==> config.mk <==
export PLATFORM = sky130hd
export DESIGN_NAME = masked_height_stats_stretch
export DESIGN_NICKNAME = d
export VERILOG_FILES = /design/src/hw/rtl/mhs_pkg.sv /design/src/hw/rtl/mhs_acc.sv /design/src/hw/rtl/mhs_mul.sv /design/src/hw/rtl/mhs_div.sv /design/src/hw/rtl/mhs_sqrt.sv /design/src/hw/rtl/masked_height_stats_stretch.sv
export SDC_FILE = /design/constraint.sdc
export NUM_CORES = 2
export LEC_CHECK = 0
export ABC_CLOCK_PERIOD_IN_PS = 11050
export BUFFER_PORTS_ARGS = -buffer_cell sky130_fd_sc_hd__buf_2
export CORE_MARGIN = 2
export CORE_UTILIZATION = 55
export CTS_BUF_LIST = sky130_fd_sc_hd__clkbuf_8
export DETAILED_ROUTE_END_ITERATION = 10
export GPL_ROUTABILITY_DRIVEN = 1
export PLACE_DENSITY = 0.76
export REMOVE_ABC_BUFFERS = 1
export SLEW_MARGIN = 0
export SYNTH_ARGS = -nofsm -noshare
export SYNTH_HDL_FRONTEND = slang
export SYNTH_SLANG_ARGS = --single-unit
==> constraint.sdc <==
create_clock -name clk -period 11.05 [get_ports clk]
set_input_delay 1.105 -clock clk [delete_from_list [all_inputs] [get_ports clk]]
set_output_delay 1.105 -clock clk [all_outputs]
set_load 0.02 [all_outputs]
==> src/hw/rtl/mhs_pkg.sv <==
// Shared constants of the masked height statistics block.
`timescale 1ns / 1ps
package mhs_pkg;

	localparam int HEIGHT_BITS = 18;
	localparam int MAX_PIXELS  = 1048576;
	localparam int CNT_W       = 21;
	localparam int SUM_W       = 38;
	localparam int SQ_W        = 55;
	localparam int RANGE_W     = 12;
	localparam int SCALE_W     = 24;
	localparam int STATUS_W    = 2;
	localparam int CFG_IDX_W   = 2;

	// Serial multiplier: wide operand and shifted operand.
	localparam int MUL_W  = 76;
	localparam int MULB_W = 38;
	// Serial divider: numerator and denominator.
	localparam int DIVN_W = 40;
	localparam int DIVD_W = 22;
	// Serial square root: radicand and root.
	localparam int SQX_W = 78;
	localparam int SQR_W = 39;

	localparam logic signed [HEIGHT_BITS-1:0] HMAX = {1'b0, {(HEIGHT_BITS-1){1'b1}}};
	localparam logic signed [HEIGHT_BITS-1:0] HMIN = {1'b1, {(HEIGHT_BITS-1){1'b0}}};
	localparam logic [SCALE_W-1:0] SCALE_NUM = SCALE_W'(255 * 65536);

	localparam logic [STATUS_W-1:0] ST_OK     = 2'd0;
	localparam logic [STATUS_W-1:0] ST_EMPTY  = 2'd1;
	localparam logic [STATUS_W-1:0] ST_FLAT   = 2'd2;

	localparam logic [CFG_IDX_W-1:0] REG_MASK_ENABLE = 2'd0;
	localparam logic [CFG_IDX_W-1:0] REG_STD_RANGE   = 2'd1;

endpackage

==> src/hw/rtl/mhs_acc.sv <==
// Running count, sum, sum of squares, minimum and maximum of counted samples.
`timescale 1ns / 1ps
module mhs_acc import mhs_pkg::*; (
	input  logic                          clk,
	input  logic                          arst_n,
	input  logic                          upd,
	input  logic                          clr,
	input  logic signed [HEIGHT_BITS-1:0] height,
	output logic signed [SUM_W-1:0]       sum,
	output logic [SQ_W-1:0]               sumsq,
	output logic [CNT_W-1:0]              count,
	output logic signed [HEIGHT_BITS-1:0] rmin,
	output logic signed [HEIGHT_BITS-1:0] rmax
);

	logic signed [2*HEIGHT_BITS-1:0] sq;
	logic                            room;

	assign sq   = height * height;
	assign room = count < CNT_W'(MAX_PIXELS);

	// Accumulate a counted sample while the count has room; clear after a result.
	always_ff @(posedge clk or negedge arst_n) begin
		if (!arst_n) begin
			sum   <= '0;
			sumsq <= '0;
			count <= '0;
			rmin  <= HMAX;
			rmax  <= HMIN;
		end else if (clr) begin
			sum   <= '0;
			sumsq <= '0;
			count <= '0;
			rmin  <= HMAX;
			rmax  <= HMIN;
		end else if (upd && room) begin
			sum   <= sum + SUM_W'(height);
			sumsq <= sumsq + SQ_W'(unsigned'(sq));
			count <= count + 1'b1;
			if (height < rmin) rmin <= height;
			if (height > rmax) rmax <= height;
		end
	end

endmodule

==> src/hw/rtl/mhs_mul.sv <==
// Shift-and-add multiplier that retires one multiplier bit per cycle.
`timescale 1ns / 1ps
module mhs_mul import mhs_pkg::*; (
	input  logic              clk,
	input  logic              arst_n,
	input  logic              go,
	input  logic [MUL_W-1:0]  op_a,
	input  logic [MULB_W-1:0] op_b,
	output logic [MUL_W-1:0]  prod,
	output logic              done
);

	localparam int CW = $clog2(MULB_W);

	logic [MUL_W-1:0]  a_q;
	logic [MULB_W-1:0] b_q;
	logic [MUL_W-1:0]  prod_q;
	logic [CW-1:0]     cnt_q;
	logic              busy_q;
	logic              done_q;

	// Step counter and completion pulse.
	always_ff @(posedge clk or negedge arst_n) begin
		if (!arst_n) begin
			busy_q <= 1'b0;
			done_q <= 1'b0;
			cnt_q  <= '0;
		end else begin
			done_q <= 1'b0;
			if (go) begin
				busy_q <= 1'b1;
				cnt_q  <= CW'(MULB_W - 1);
			end else if (busy_q) begin
				cnt_q <= cnt_q - 1'b1;
				if (cnt_q == '0) begin
					busy_q <= 1'b0;
					done_q <= 1'b1;
				end
			end
		end
	end

	// Add the shifted multiplicand for each set multiplier bit.
	always_ff @(posedge clk) begin
		if (go) begin
			a_q    <= op_a;
			b_q    <= op_b;
			prod_q <= '0;
		end else if (busy_q) begin
			if (b_q[0]) prod_q <= prod_q + a_q;
			a_q <= a_q << 1;
			b_q <= b_q >> 1;
		end
	end

	assign prod = prod_q;
	assign done = done_q;

endmodule

==> src/hw/rtl/mhs_div.sv <==
// Restoring divider that produces one quotient bit per cycle.
`timescale 1ns / 1ps
module mhs_div import mhs_pkg::*; (
	input  logic              clk,
	input  logic              arst_n,
	input  logic              go,
	input  logic [DIVN_W-1:0] num,
	input  logic [DIVD_W-1:0] den,
	output logic [DIVN_W-1:0] quot,
	output logic              done
);

	localparam int CW = $clog2(DIVN_W);

	logic [DIVN_W-1:0] n_q;
	logic [DIVD_W-1:0] d_q;
	logic [DIVD_W-1:0] rem_q;
	logic [DIVD_W:0]   trial;
	logic              fits;
	logic [CW-1:0]     cnt_q;
	logic              busy_q;
	logic              done_q;

	assign trial = {rem_q, n_q[DIVN_W-1]};
	assign fits  = trial >= {1'b0, d_q};

	// Step counter and completion pulse.
	always_ff @(posedge clk or negedge arst_n) begin
		if (!arst_n) begin
			busy_q <= 1'b0;
			done_q <= 1'b0;
			cnt_q  <= '0;
		end else begin
			done_q <= 1'b0;
			if (go) begin
				busy_q <= 1'b1;
				cnt_q  <= CW'(DIVN_W - 1);
			end else if (busy_q) begin
				cnt_q <= cnt_q - 1'b1;
				if (cnt_q == '0) begin
					busy_q <= 1'b0;
					done_q <= 1'b1;
				end
			end
		end
	end

	// Shift in a numerator bit, subtract when the divisor fits.
	always_ff @(posedge clk) begin
		if (go) begin
			n_q   <= num;
			d_q   <= den;
			rem_q <= '0;
		end else if (busy_q) begin
			if (fits) begin
				rem_q <= DIVD_W'(trial - {1'b0, d_q});
			end else begin
				rem_q <= trial[DIVD_W-1:0];
			end
			n_q <= {n_q[DIVN_W-2:0], fits};
		end
	end

	assign quot = n_q;
	assign done = done_q;

endmodule

==> src/hw/rtl/mhs_sqrt.sv <==
// Integer square root, one root bit per cycle by digit recurrence.
`timescale 1ns / 1ps
module mhs_sqrt import mhs_pkg::*; (
	input  logic             clk,
	input  logic             arst_n,
	input  logic             go,
	input  logic [SQX_W-1:0] radicand,
	output logic [SQR_W-1:0] root,
	output logic             done
);

	localparam int CW = $clog2(SQR_W);
	localparam int RW = SQR_W + 2;

	logic [SQX_W-1:0] x_q;
	logic [SQR_W-1:0] root_q;
	logic [RW-1:0]    rem_q;
	logic [RW+1:0]    tmp;
	logic [RW+1:0]    trial;
	logic             fits;
	logic [CW-1:0]    cnt_q;
	logic             busy_q;
	logic             done_q;

	assign tmp   = {rem_q, x_q[SQX_W-1:SQX_W-2]};
	assign trial = (RW+2)'({root_q, 2'b01});
	assign fits  = tmp >= trial;

	// Step counter and completion pulse.
	always_ff @(posedge clk or negedge arst_n) begin
		if (!arst_n) begin
			busy_q <= 1'b0;
			done_q <= 1'b0;
			cnt_q  <= '0;
		end else begin
			done_q <= 1'b0;
			if (go) begin
				busy_q <= 1'b1;
				cnt_q  <= CW'(SQR_W - 1);
			end else if (busy_q) begin
				cnt_q <= cnt_q - 1'b1;
				if (cnt_q == '0) begin
					busy_q <= 1'b0;
					done_q <= 1'b1;
				end
			end
		end
	end

	// Bring down two radicand bits and try the next root bit.
	always_ff @(posedge clk) begin
		if (go) begin
			x_q    <= radicand;
			root_q <= '0;
			rem_q  <= '0;
		end else if (busy_q) begin
			if (fits) begin
				rem_q <= RW'(tmp - trial);
			end else begin
				rem_q <= tmp[RW-1:0];
			end
			root_q <= {root_q[SQR_W-2:0], fits};
			x_q    <= x_q << 2;
		end
	end

	assign root = root_q;
	assign done = done_q;

endmodule

==> src/hw/rtl/masked_height_stats_stretch.sv <==
// Top level: sample accumulation, finishing sequencer and result register.
`timescale 1ns / 1ps
// Each sample word is taken while in_ready is high; a sample that is counted
// updates the count, sum, sum of squares, minimum and maximum. The word marked
// last starts a finishing pass that uses a bit-serial multiplier, divider and
// square root in turn: two 38-step products give the scaled variance, a 39-step
// root and two 40-step divisions give the rounded mean and standard deviation,
// one more 38-step product gives the bound offset and a 40-step division the
// scale. The scale division is skipped when the bounds coincide, and the pass
// may end with a wait for the output register; in_ready is low throughout.
// The result word sits in an output register, so samples of the next image
// are accepted while it waits. Configuration writes take effect at once.
module masked_height_stats_stretch import mhs_pkg::*; (
	input  logic                          clk,
	input  logic                          arst_n,
	input  logic                          cfg_we,
	input  logic [CFG_IDX_W-1:0]          cfg_index,
	input  logic [RANGE_W-1:0]            cfg_data,
	input  logic                          in_valid,
	output logic                          in_ready,
	input  logic signed [HEIGHT_BITS-1:0] height,
	input  logic [7:0]                    mask_value,
	input  logic                          last,
	output logic                          out_valid,
	input  logic                          out_ready,
	output logic signed [HEIGHT_BITS-1:0] mean,
	output logic [HEIGHT_BITS-1:0]        std_dev,
	output logic signed [HEIGHT_BITS-1:0] min_height,
	output logic signed [HEIGHT_BITS-1:0] max_height,
	output logic signed [HEIGHT_BITS-1:0] low_bound,
	output logic signed [HEIGHT_BITS-1:0] high_bound,
	output logic [SCALE_W-1:0]            scale,
	output logic [CNT_W-1:0]              valid_count,
	output logic [STATUS_W-1:0]           status
);

	typedef enum logic [9:0] {
		S_IDLE  = 10'b00_0000_0001,
		S_MUL1  = 10'b00_0000_0010,
		S_MUL2  = 10'b00_0000_0100,
		S_SQRT  = 10'b00_0000_1000,
		S_DIV1  = 10'b00_0001_0000,
		S_DIV2  = 10'b00_0010_0000,
		S_MUL3  = 10'b00_0100_0000,
		S_BOUND = 10'b00_1000_0000,
		S_DIV3  = 10'b01_0000_0000,
		S_FIN   = 10'b10_0000_0000
	} state_t;

	localparam int EXT_W = HEIGHT_BITS + 6;
	localparam int DEV_W = HEIGHT_BITS + RANGE_W - 8 + 1;

	state_t state_q;
	logic   go_q;
	logic   mask_enable_q;
	logic [RANGE_W-1:0] std_range_q;

	logic accept;
	logic counted;
	logic acc_clr;
	logic signed [SUM_W-1:0]       acc_sum;
	logic [SQ_W-1:0]               acc_sq;
	logic [CNT_W-1:0]              acc_cnt;
	logic signed [HEIGHT_BITS-1:0] acc_min;
	logic signed [HEIGHT_BITS-1:0] acc_max;
	logic [SUM_W-1:0]              abs_sum;

	logic [MUL_W-1:0]  mul_a;
	logic [MULB_W-1:0] mul_b;
	logic [MUL_W-1:0]  mul_prod;
	logic              mul_done;
	logic [DIVN_W-1:0] div_num;
	logic [DIVD_W-1:0] div_den;
	logic [DIVN_W-1:0] div_quot;
	logic              div_done;
	logic [SQR_W-1:0]  sq_root;
	logic              sq_done;

	logic [MUL_W-1:0]              p1_q;
	logic [SQX_W-1:0]              d4_q;
	logic [SQR_W-1:0]              root_q;
	logic signed [HEIGHT_BITS-1:0] mean_q;
	logic [HEIGHT_BITS-1:0]        sd_q;
	logic [DEV_W-1:0]              dev_q;
	logic signed [HEIGHT_BITS-1:0] lowb_q;
	logic signed [HEIGHT_BITS-1:0] highb_q;
	logic [HEIGHT_BITS:0]          spread_q;
	logic [SCALE_W-1:0]            scale_q;
	logic                          flat_q;

	logic signed [EXT_W-1:0] hi_ext;
	logic signed [EXT_W-1:0] lo_ext;
	logic signed [HEIGHT_BITS-1:0] hi_sat;
	logic signed [HEIGHT_BITS-1:0] lo_sat;
	logic [HEIGHT_BITS-1:0]        q_mean;
	logic                          load_out;

	assign in_ready = state_q == S_IDLE;
	assign accept   = in_valid && in_ready;
	assign counted  = !mask_enable_q || (mask_value != '0);
	assign load_out = (state_q == S_FIN) && (!out_valid || out_ready);
	assign acc_clr  = load_out;
	assign abs_sum  = acc_sum[SUM_W-1] ? SUM_W'(-acc_sum) : SUM_W'(acc_sum);

	// Configuration registers.
	always_ff @(posedge clk or negedge arst_n) begin
		if (!arst_n) begin
			mask_enable_q <= 1'b0;
			std_range_q   <= RANGE_W'(256);
		end else if (cfg_we) begin
			case (cfg_index)
				REG_MASK_ENABLE: mask_enable_q <= cfg_data[0];
				REG_STD_RANGE:   std_range_q   <= cfg_data;
				default: ;
			endcase
		end
	end

	mhs_acc u_acc (
		.clk    (clk),
		.arst_n (arst_n),
		.upd    (accept && counted),
		.clr    (acc_clr),
		.height (height),
		.sum    (acc_sum),
		.sumsq  (acc_sq),
		.count  (acc_cnt),
		.rmin   (acc_min),
		.rmax   (acc_max)
	);

	// Operand selection for the shared serial multiplier and divider.
	always_comb begin
		mul_a   = MUL_W'(acc_sq);
		mul_b   = MULB_W'(acc_cnt);
		div_num = DIVN_W'({abs_sum, 1'b0}) + DIVN_W'(acc_cnt);
		div_den = DIVD_W'({acc_cnt, 1'b0});
		case (state_q)
			S_MUL2: begin
				mul_a = MUL_W'(abs_sum);
				mul_b = MULB_W'(abs_sum);
			end
			S_MUL3: begin
				mul_a = MUL_W'(sd_q);
				mul_b = MULB_W'(std_range_q);
			end
			S_DIV2: begin
				div_num = DIVN_W'(root_q) + DIVN_W'(acc_cnt);
			end
			S_DIV3: begin
				div_num = DIVN_W'(SCALE_NUM) + DIVN_W'(spread_q >> 1);
				div_den = DIVD_W'(spread_q);
			end
			default: ;
		endcase
	end

	mhs_mul u_mul (
		.clk    (clk),
		.arst_n (arst_n),
		.go     (go_q && (state_q == S_MUL1 || state_q == S_MUL2 || state_q == S_MUL3)),
		.op_a   (mul_a),
		.op_b   (mul_b),
		.prod   (mul_prod),
		.done   (mul_done)
	);

	mhs_div u_div (
		.clk    (clk),
		.arst_n (arst_n),
		.go     (go_q && (state_q == S_DIV1 || state_q == S_DIV2 || state_q == S_DIV3)),
		.num    (div_num),
		.den    (div_den),
		.quot   (div_quot),
		.done   (div_done)
	);

	mhs_sqrt u_sqrt (
		.clk      (clk),
		.arst_n   (arst_n),
		.go       (go_q && state_q == S_SQRT),
		.radicand (d4_q),
		.root     (sq_root),
		.done     (sq_done)
	);

	// Bounds from mean and offset, saturated to the height range.
	assign hi_ext = EXT_W'(mean_q) + EXT_W'(dev_q);
	assign lo_ext = EXT_W'(mean_q) - EXT_W'(dev_q);
	assign hi_sat = (hi_ext > EXT_W'(HMAX)) ? HMAX :
		(hi_ext < EXT_W'(HMIN)) ? HMIN : hi_ext[HEIGHT_BITS-1:0];
	assign lo_sat = (lo_ext > EXT_W'(HMAX)) ? HMAX :
		(lo_ext < EXT_W'(HMIN)) ? HMIN : lo_ext[HEIGHT_BITS-1:0];
	assign q_mean = div_quot[HEIGHT_BITS-1:0];

	// Finishing sequencer.
	always_ff @(posedge clk or negedge arst_n) begin
		if (!arst_n) begin
			state_q <= S_IDLE;
			go_q    <= 1'b0;
		end else begin
			go_q <= 1'b0;
			case (state_q)
				S_IDLE: begin
					if (accept && last) begin
						state_q <= S_MUL1;
						go_q    <= 1'b1;
					end
				end
				S_MUL1: begin
					if (mul_done) begin
						state_q <= S_MUL2;
						go_q    <= 1'b1;
					end
				end
				S_MUL2: begin
					if (mul_done) begin
						state_q <= S_SQRT;
						go_q    <= 1'b1;
					end
				end
				S_SQRT: begin
					if (sq_done) begin
						state_q <= S_DIV1;
						go_q    <= 1'b1;
					end
				end
				S_DIV1: begin
					if (div_done) begin
						state_q <= S_DIV2;
						go_q    <= 1'b1;
					end
				end
				S_DIV2: begin
					if (div_done) begin
						state_q <= S_MUL3;
						go_q    <= 1'b1;
					end
				end
				S_MUL3: begin
					if (mul_done) state_q <= S_BOUND;
				end
				S_BOUND: begin
					if (hi_sat == lo_sat) begin
						state_q <= S_FIN;
					end else begin
						state_q <= S_DIV3;
						go_q    <= 1'b1;
					end
				end
				S_DIV3: begin
					if (div_done) state_q <= S_FIN;
				end
				S_FIN: begin
					if (load_out) state_q <= S_IDLE;
				end
				default: state_q <= S_IDLE;
			endcase
		end
	end

	// Intermediate results captured as each unit finishes.
	always_ff @(posedge clk) begin
		case (state_q)
			S_MUL1: if (mul_done) p1_q <= mul_prod;
			S_MUL2: if (mul_done) d4_q <= {p1_q - mul_prod, 2'b00};
			S_SQRT: if (sq_done) root_q <= sq_root;
			S_DIV1: begin
				if (div_done) mean_q <= acc_sum[SUM_W-1] ? -q_mean : q_mean;
			end
			S_DIV2: begin
				if (div_done) begin
					sd_q <= (div_quot > DIVN_W'({HEIGHT_BITS{1'b1}})) ? {HEIGHT_BITS{1'b1}}
						: div_quot[HEIGHT_BITS-1:0];
				end
			end
			S_MUL3: begin
				if (mul_done) dev_q <= DEV_W'((mul_prod + MUL_W'(128)) >> 8);
			end
			S_BOUND: begin
				highb_q  <= hi_sat;
				lowb_q   <= lo_sat;
				spread_q <= (HEIGHT_BITS+1)'(hi_sat) - (HEIGHT_BITS+1)'(lo_sat);
				flat_q   <= hi_sat == lo_sat;
				scale_q  <= '0;
			end
			S_DIV3: begin
				if (div_done) begin
					scale_q <= (div_quot > DIVN_W'({SCALE_W{1'b1}})) ? {SCALE_W{1'b1}}
						: div_quot[SCALE_W-1:0];
				end
			end
			default: ;
		endcase
	end

	// Result word register; an empty image reports zeros and the sentinels.
	always_ff @(posedge clk or negedge arst_n) begin
		if (!arst_n) begin
			out_valid <= 1'b0;
		end else if (load_out) begin
			out_valid <= 1'b1;
		end else if (out_ready) begin
			out_valid <= 1'b0;
		end
	end

	always_ff @(posedge clk) begin
		if (load_out) begin
			min_height  <= acc_min;
			max_height  <= acc_max;
			valid_count <= acc_cnt;
			if (acc_cnt == '0) begin
				mean       <= '0;
				std_dev    <= '0;
				low_bound  <= '0;
				high_bound <= '0;
				scale      <= '0;
				status     <= ST_EMPTY;
			end else begin
				mean       <= mean_q;
				std_dev    <= sd_q;
				low_bound  <= lowb_q;
				high_bound <= highb_q;
				scale      <= flat_q ? '0 : scale_q;
				status     <= flat_q ? ST_FLAT : ST_OK;
			end
		end
	end

	// The last word of an image closes the input until its result is loaded.
	a_last_stalls: assert property (@(posedge clk) disable iff (!arst_n)
		accept && last |=> !in_ready)
		else $error("input still open after the last word");

	// A new result word appears only from the finishing state.
	a_out_from_fin: assert property (@(posedge clk) disable iff (!arst_n)
		$rose(out_valid) |-> $past(state_q == S_FIN))
		else $error("result word loaded outside the finishing state");

	// The sample count never passes the image size limit.
	a_count_cap: assert property (@(posedge clk) disable iff (!arst_n)
		acc_cnt <= CNT_W'(MAX_PIXELS))
		else $error("sample count beyond limit");

	// The sequencer state stays one-hot.
	a_state_onehot: assert property (@(posedge clk) disable iff (!arst_n)
		$onehot(state_q))
		else $error("sequencer state not one-hot");

endmodule

==> metrics.txt <==
# TYPE chip_impl_metric gauge
chip_impl_info{name="run_status",value="complete, no violations"} 1
chip_impl_info{name="final_cell_mix",value="sky130_fd_sc_hd__nand2_1 (976), sky130_fd_sc_hd__inv_1 (801), sky130_fd_sc_hd__edfxtp_1 (737)"} 1
chip_impl_metric{name="max_slew.worst_pin.slew",unit="ns"} 1.306
chip_impl_info{name="grt_setup_unrepaired",value="no"} 1
chip_impl_metric{name="postRouteAntennaNets",unit=""} 0
chip_impl_metric{name="design.die.area",unit="µm²"} 143400
chip_impl_metric{name="antenna_found_initial",unit=""} 11
chip_impl_metric{name="ctsHtreeMaxLevel",unit=""} 4
chip_impl_metric{name="die_w",unit="µm"} 378.6
chip_impl_metric{name="worstRegToRegCells",unit=""} 29
chip_impl_metric{name="finalHoldViolCount",unit=""} 0
chip_impl_metric{name="avgRoutedWirePerCell",unit="µm"} 21.01
chip_impl_metric{name="dieHeight",unit="µm"} 378.6
chip_impl_info{name="timing.critical_path.mode_cell",value="sky130_fd_sc_hd__fa_1"} 1
chip_impl_metric{name="dr.pass1.iters",unit=""} 6
chip_impl_metric{name="core_rows",unit=""} 137
chip_impl_metric{name="fp.coreArea",unit="µm²"} 139400
chip_impl_info{name="layout.cells.most_common",value="sky130_fd_sc_hd__nand2_1"} 1
chip_impl_metric{name="cts-buffers-inserted",unit=""} 188
chip_impl_info{name="postSynth.topFlopCell",value="sky130_fd_sc_hd__edfxtp_1"} 1
chip_impl_metric{name="place_congestion",unit=""} 1.041
chip_impl_metric{name="bufs_on_longest_clock_path",unit=""} 3
chip_impl_metric{name="synth_cell_types",unit=""} 96
chip_impl_metric{name="fmax",unit="MHz"} 107.3
chip_impl_info{name="endpoint_kind",value="flop"} 1
chip_impl_metric{name="global_route_wire_length_before_repair",unit="µm"} 334900
chip_impl_metric{name="timing.max_cap.violations",unit=""} 0
chip_impl_metric{name="finalWirelength",unit="µm"} 215800
chip_impl_metric{name="synth-warning-count",unit=""} 0
chip_impl_metric{name="drive_above_1_share",unit="%"} 8.089
chip_impl_metric{name="grt_util_all_layers",unit="%"} 29.98
chip_impl_metric{name="clock-sinks",unit=""} 1114
chip_impl_metric{name="postSynthCellCount",unit=""} 8100
chip_impl_info{name="worstReg2RegStart",value="mean_q[0]"} 1
chip_impl_metric{name="syn_area_per_cell",unit="µm²"} 9.530
chip_impl_metric{name="tightest_slew_margin_relative_to_the_limit",unit="%"} 12.48
chip_impl_metric{name="start_util",unit="%"} 55.39
chip_impl_info{name="cp_slowest_cell",value="sky130_fd_sc_hd__o2111ai_1"} 1
chip_impl_metric{name="period_minus_slack",unit="ns"} 9.321
chip_impl_metric{name="post-cts-setup-buffers",unit=""} 0
chip_impl_metric{name="totalNegativeSetupSlack",unit="ns"} 0
chip_impl_metric{name="critPathMaxStageDelay",unit="ns"} 0.76
chip_impl_info{name="clk_root_buffer_cell",value="sky130_fd_sc_hd__clkbuf_8"} 1
chip_impl_metric{name="final_net_count",unit=""} 9128
chip_impl_metric{name="final.setup_skew",unit="ns"} 0.05190
chip_impl_info{name="path_class",value="primary input to flop"} 1
chip_impl_metric{name="num-fill-cells",unit=""} 11740
chip_impl_metric{name="finalSetupViolCount",unit=""} 0
chip_impl_metric{name="maximum_number_of_pins_on_one_net_before_global_route_repair",unit=""} 92
chip_impl_metric{name="drtIter0Drc",unit=""} 5806
chip_impl_metric{name="synth_edf_count",unit=""} 737
chip_impl_metric{name="area_growth",unit="%"} 8.633
chip_impl_metric{name="clk_pin_slew",unit="ns"} 0.06
chip_impl_metric{name="post-route-util",unit="%"} 60.17
chip_impl_metric{name="detail_placement_hpwl",unit="µm"} 162200
chip_impl_metric{name="final.period_utilization",unit="%"} 84.35
chip_impl_metric{name="grt_pass1_vias",unit=""} 58770
chip_impl_metric{name="hold_buffers",unit=""} 0
chip_impl_metric{name="synth_seq_area_share",unit="%"} 39.77
chip_impl_metric{name="worstPathRequired",unit="ns"} 11.83
chip_impl_info{name="setup.worst_path.start_class",value="primary input"} 1
chip_impl_metric{name="vias",unit=""} 61040
chip_impl_metric{name="cp_max_fo",unit=""} 19
chip_impl_metric{name="final-max-slew-violation-count",unit=""} 0
chip_impl_metric{name="grt-ovfl-total",unit=""} 0
chip_impl_metric{name="ctsResizeCount",unit=""} 0
chip_impl_metric{name="cell_area_synth",unit="µm²"} 77200
chip_impl_metric{name="clock_insertion_delay_worst_skew",unit="ns"} 0.96
chip_impl_info{name="cts_tree",value="yes"} 1
chip_impl_metric{name="arrival",unit="ns"} 10.10
chip_impl_info{name="r2r_end",value="spread_q[18]"} 1
chip_impl_metric{name="io_pins",unit=""} 203
chip_impl_metric{name="timing.reg2reg.setup_slack",unit="ns"} 3.38
chip_impl_info{name="kind_of_cell_with_the_highest_combined_delay_on_the_critical_path",value="adder cells"} 1
chip_impl_metric{name="viasPerCell",unit=""} 5.943
chip_impl_info{name="min-delay-path-class",value="primary input to asynchronous set/reset pin"} 1
chip_impl_metric{name="critPathBufInv",unit=""} 6
chip_impl_metric{name="postSynthRegisterBits",unit=""} 1114
chip_impl_metric{name="drc",unit=""} 0
chip_impl_metric{name="synth-async-reset-ratio",unit="%"} 17.86
chip_impl_metric{name="io_buffers",unit=""} 202
[registers in the layout, indices dropped and copies added (netlist names), 40 cells and up]
name	count
u_div.quot	40
u_sqrt.x_q	76
d4_q	76
u_mul.prod	76
u_acc.sumsq	55
u_sqrt.rem_q	41
u_mul.a_q	76
p1_q	76
[synthesized netlist by cell type (41+ instances only)]
| library cell | n | area share [%] |
|---|---|---|
| sky130_fd_sc_hd__o31ai_1 | 61 | 0.59 |
| sky130_fd_sc_hd__nand2_1 | 979 | 4.8 |
| sky130_fd_sc_hd__a211oi_1 | 62 | 0.60 |
| sky130_fd_sc_hd__nor2_1 | 540 | 2.6 |
| sky130_fd_sc_hd__o21a_1 | 76 | 0.74 |
| sky130_fd_sc_hd__dfxtp_1 | 178 | 4.6 |
| sky130_fd_sc_hd__inv_1 | 744 | 3.6 |
| sky130_fd_sc_hd__nand3_1 | 217 | 1.4 |
| sky130_fd_sc_hd__nand4_1 | 86 | 0.70 |
| sky130_fd_sc_hd__dfrtp_1 | 179 | 5.8 |
| sky130_fd_sc_hd__ha_1 | 545 | 8.8 |
| sky130_fd_sc_hd__nand2b_1 | 86 | 0.70 |
| sky130_fd_sc_hd__a21o_1 | 194 | 1.9 |
| sky130_fd_sc_hd__xnor2_1 | 350 | 4.0 |
| sky130_fd_sc_hd__nor2b_1 | 132 | 1.1 |
| sky130_fd_sc_hd__a21oi_1 | 542 | 3.5 |
| sky130_fd_sc_hd__and3_1 | 67 | 0.54 |
| sky130_fd_sc_hd__and2_1 | 138 | 1.1 |
| sky130_fd_sc_hd__fa_1 | 308 | 8.0 |
| sky130_fd_sc_hd__edfxtp_1 | 737 | 29 |
| sky130_fd_sc_hd__xor2_1 | 179 | 2.0 |
| sky130_fd_sc_hd__nor3_1 | 118 | 0.77 |
| sky130_fd_sc_hd__o21bai_1 | 59 | 0.57 |
| sky130_fd_sc_hd__mux2i_1 | 83 | 1.1 |
| sky130_fd_sc_hd__a31oi_1 | 62 | 0.50 |
| sky130_fd_sc_hd__or3_1 | 41 | 0.33 |
| sky130_fd_sc_hd__clkbuf_1 | 291 | 1.4 |
| sky130_fd_sc_hd__o21ai_0 | 501 | 3.2 |
[logic make-up after synthesis]
family	Yosys count	synth area share, %
multiplexers	116	1.558
adder cells (fa/ha/maj)	853	16.82
AND/OR/NAND/NOR	2542	15.40
XOR/XNOR	529	6.002
flip-flops	1114	39.77
buffers and inverters	1079	5.279
AO/OA/AOI/OAI	1867	15.17
[metal layers]
metal / vias to the layer above / track usage, % / part of all wire, %
met5: - / 0 / 0.046
met4: 8 / 12.33 / 4.3
met3: 471 / 5.165 / 8.3
met2: 2538 / 45.77 / 44
met1: 29390 / 42.32 / 43
li1: 28640 / - / -
[area by class of cell]
class / count / area [µm²] / area share (%)
repair buffers: 271 / 1539 / 1.835
clock buffers: 210 / 2890 / 3.447
well taps: 1876 / 2347 / 2.799
flip-flops and latches: 1114 / 30700 / 36.61
inverters: 747 / 2811 / 3.353
multi-input cells: 5907 / 42560 / 50.75
diodes: 2 / 5.005 / 0.005968
clock inverters: 145 / 1003 / 1.197
[worst max path at each step]
stage | start | slack, ns | endpoint | cells past startpoint
after detailed placement | height[9] | 0.86 | u_acc.sumsq[54] | 33
final | height[9] | 1.73 | u_acc.sumsq[52] | 33
after global placement | height[9] | 1.13 | u_acc.sumsq[54] | 33
after floorplan | state_q[0] | 0.08 | u_mul.a_q[0] | 6
after global routing | height[9] | 1.19 | u_acc.sumsq[48] | 35
after CTS | height[9] | 1.85 | u_acc.sumsq[50] | 33
[per-stage QoR]
stage,hold WS (ns),area (µm²),setup slack [ns],cells
detailed placement,0.4414,79960,0.8646,9915
CTS,0.1377,83850,1.845,10270
floorplan,0.4249,75920,0.08148,7768
global placement,0.4325,79960,1.131,9915
global route,0.1961,83860,1.191,10270
finish,0.1759,83860,1.729,10270
Power is left out: the tool's default activity adds up to more than one toggle a clock period on the data nets, which glitch-free logic cannot reach.
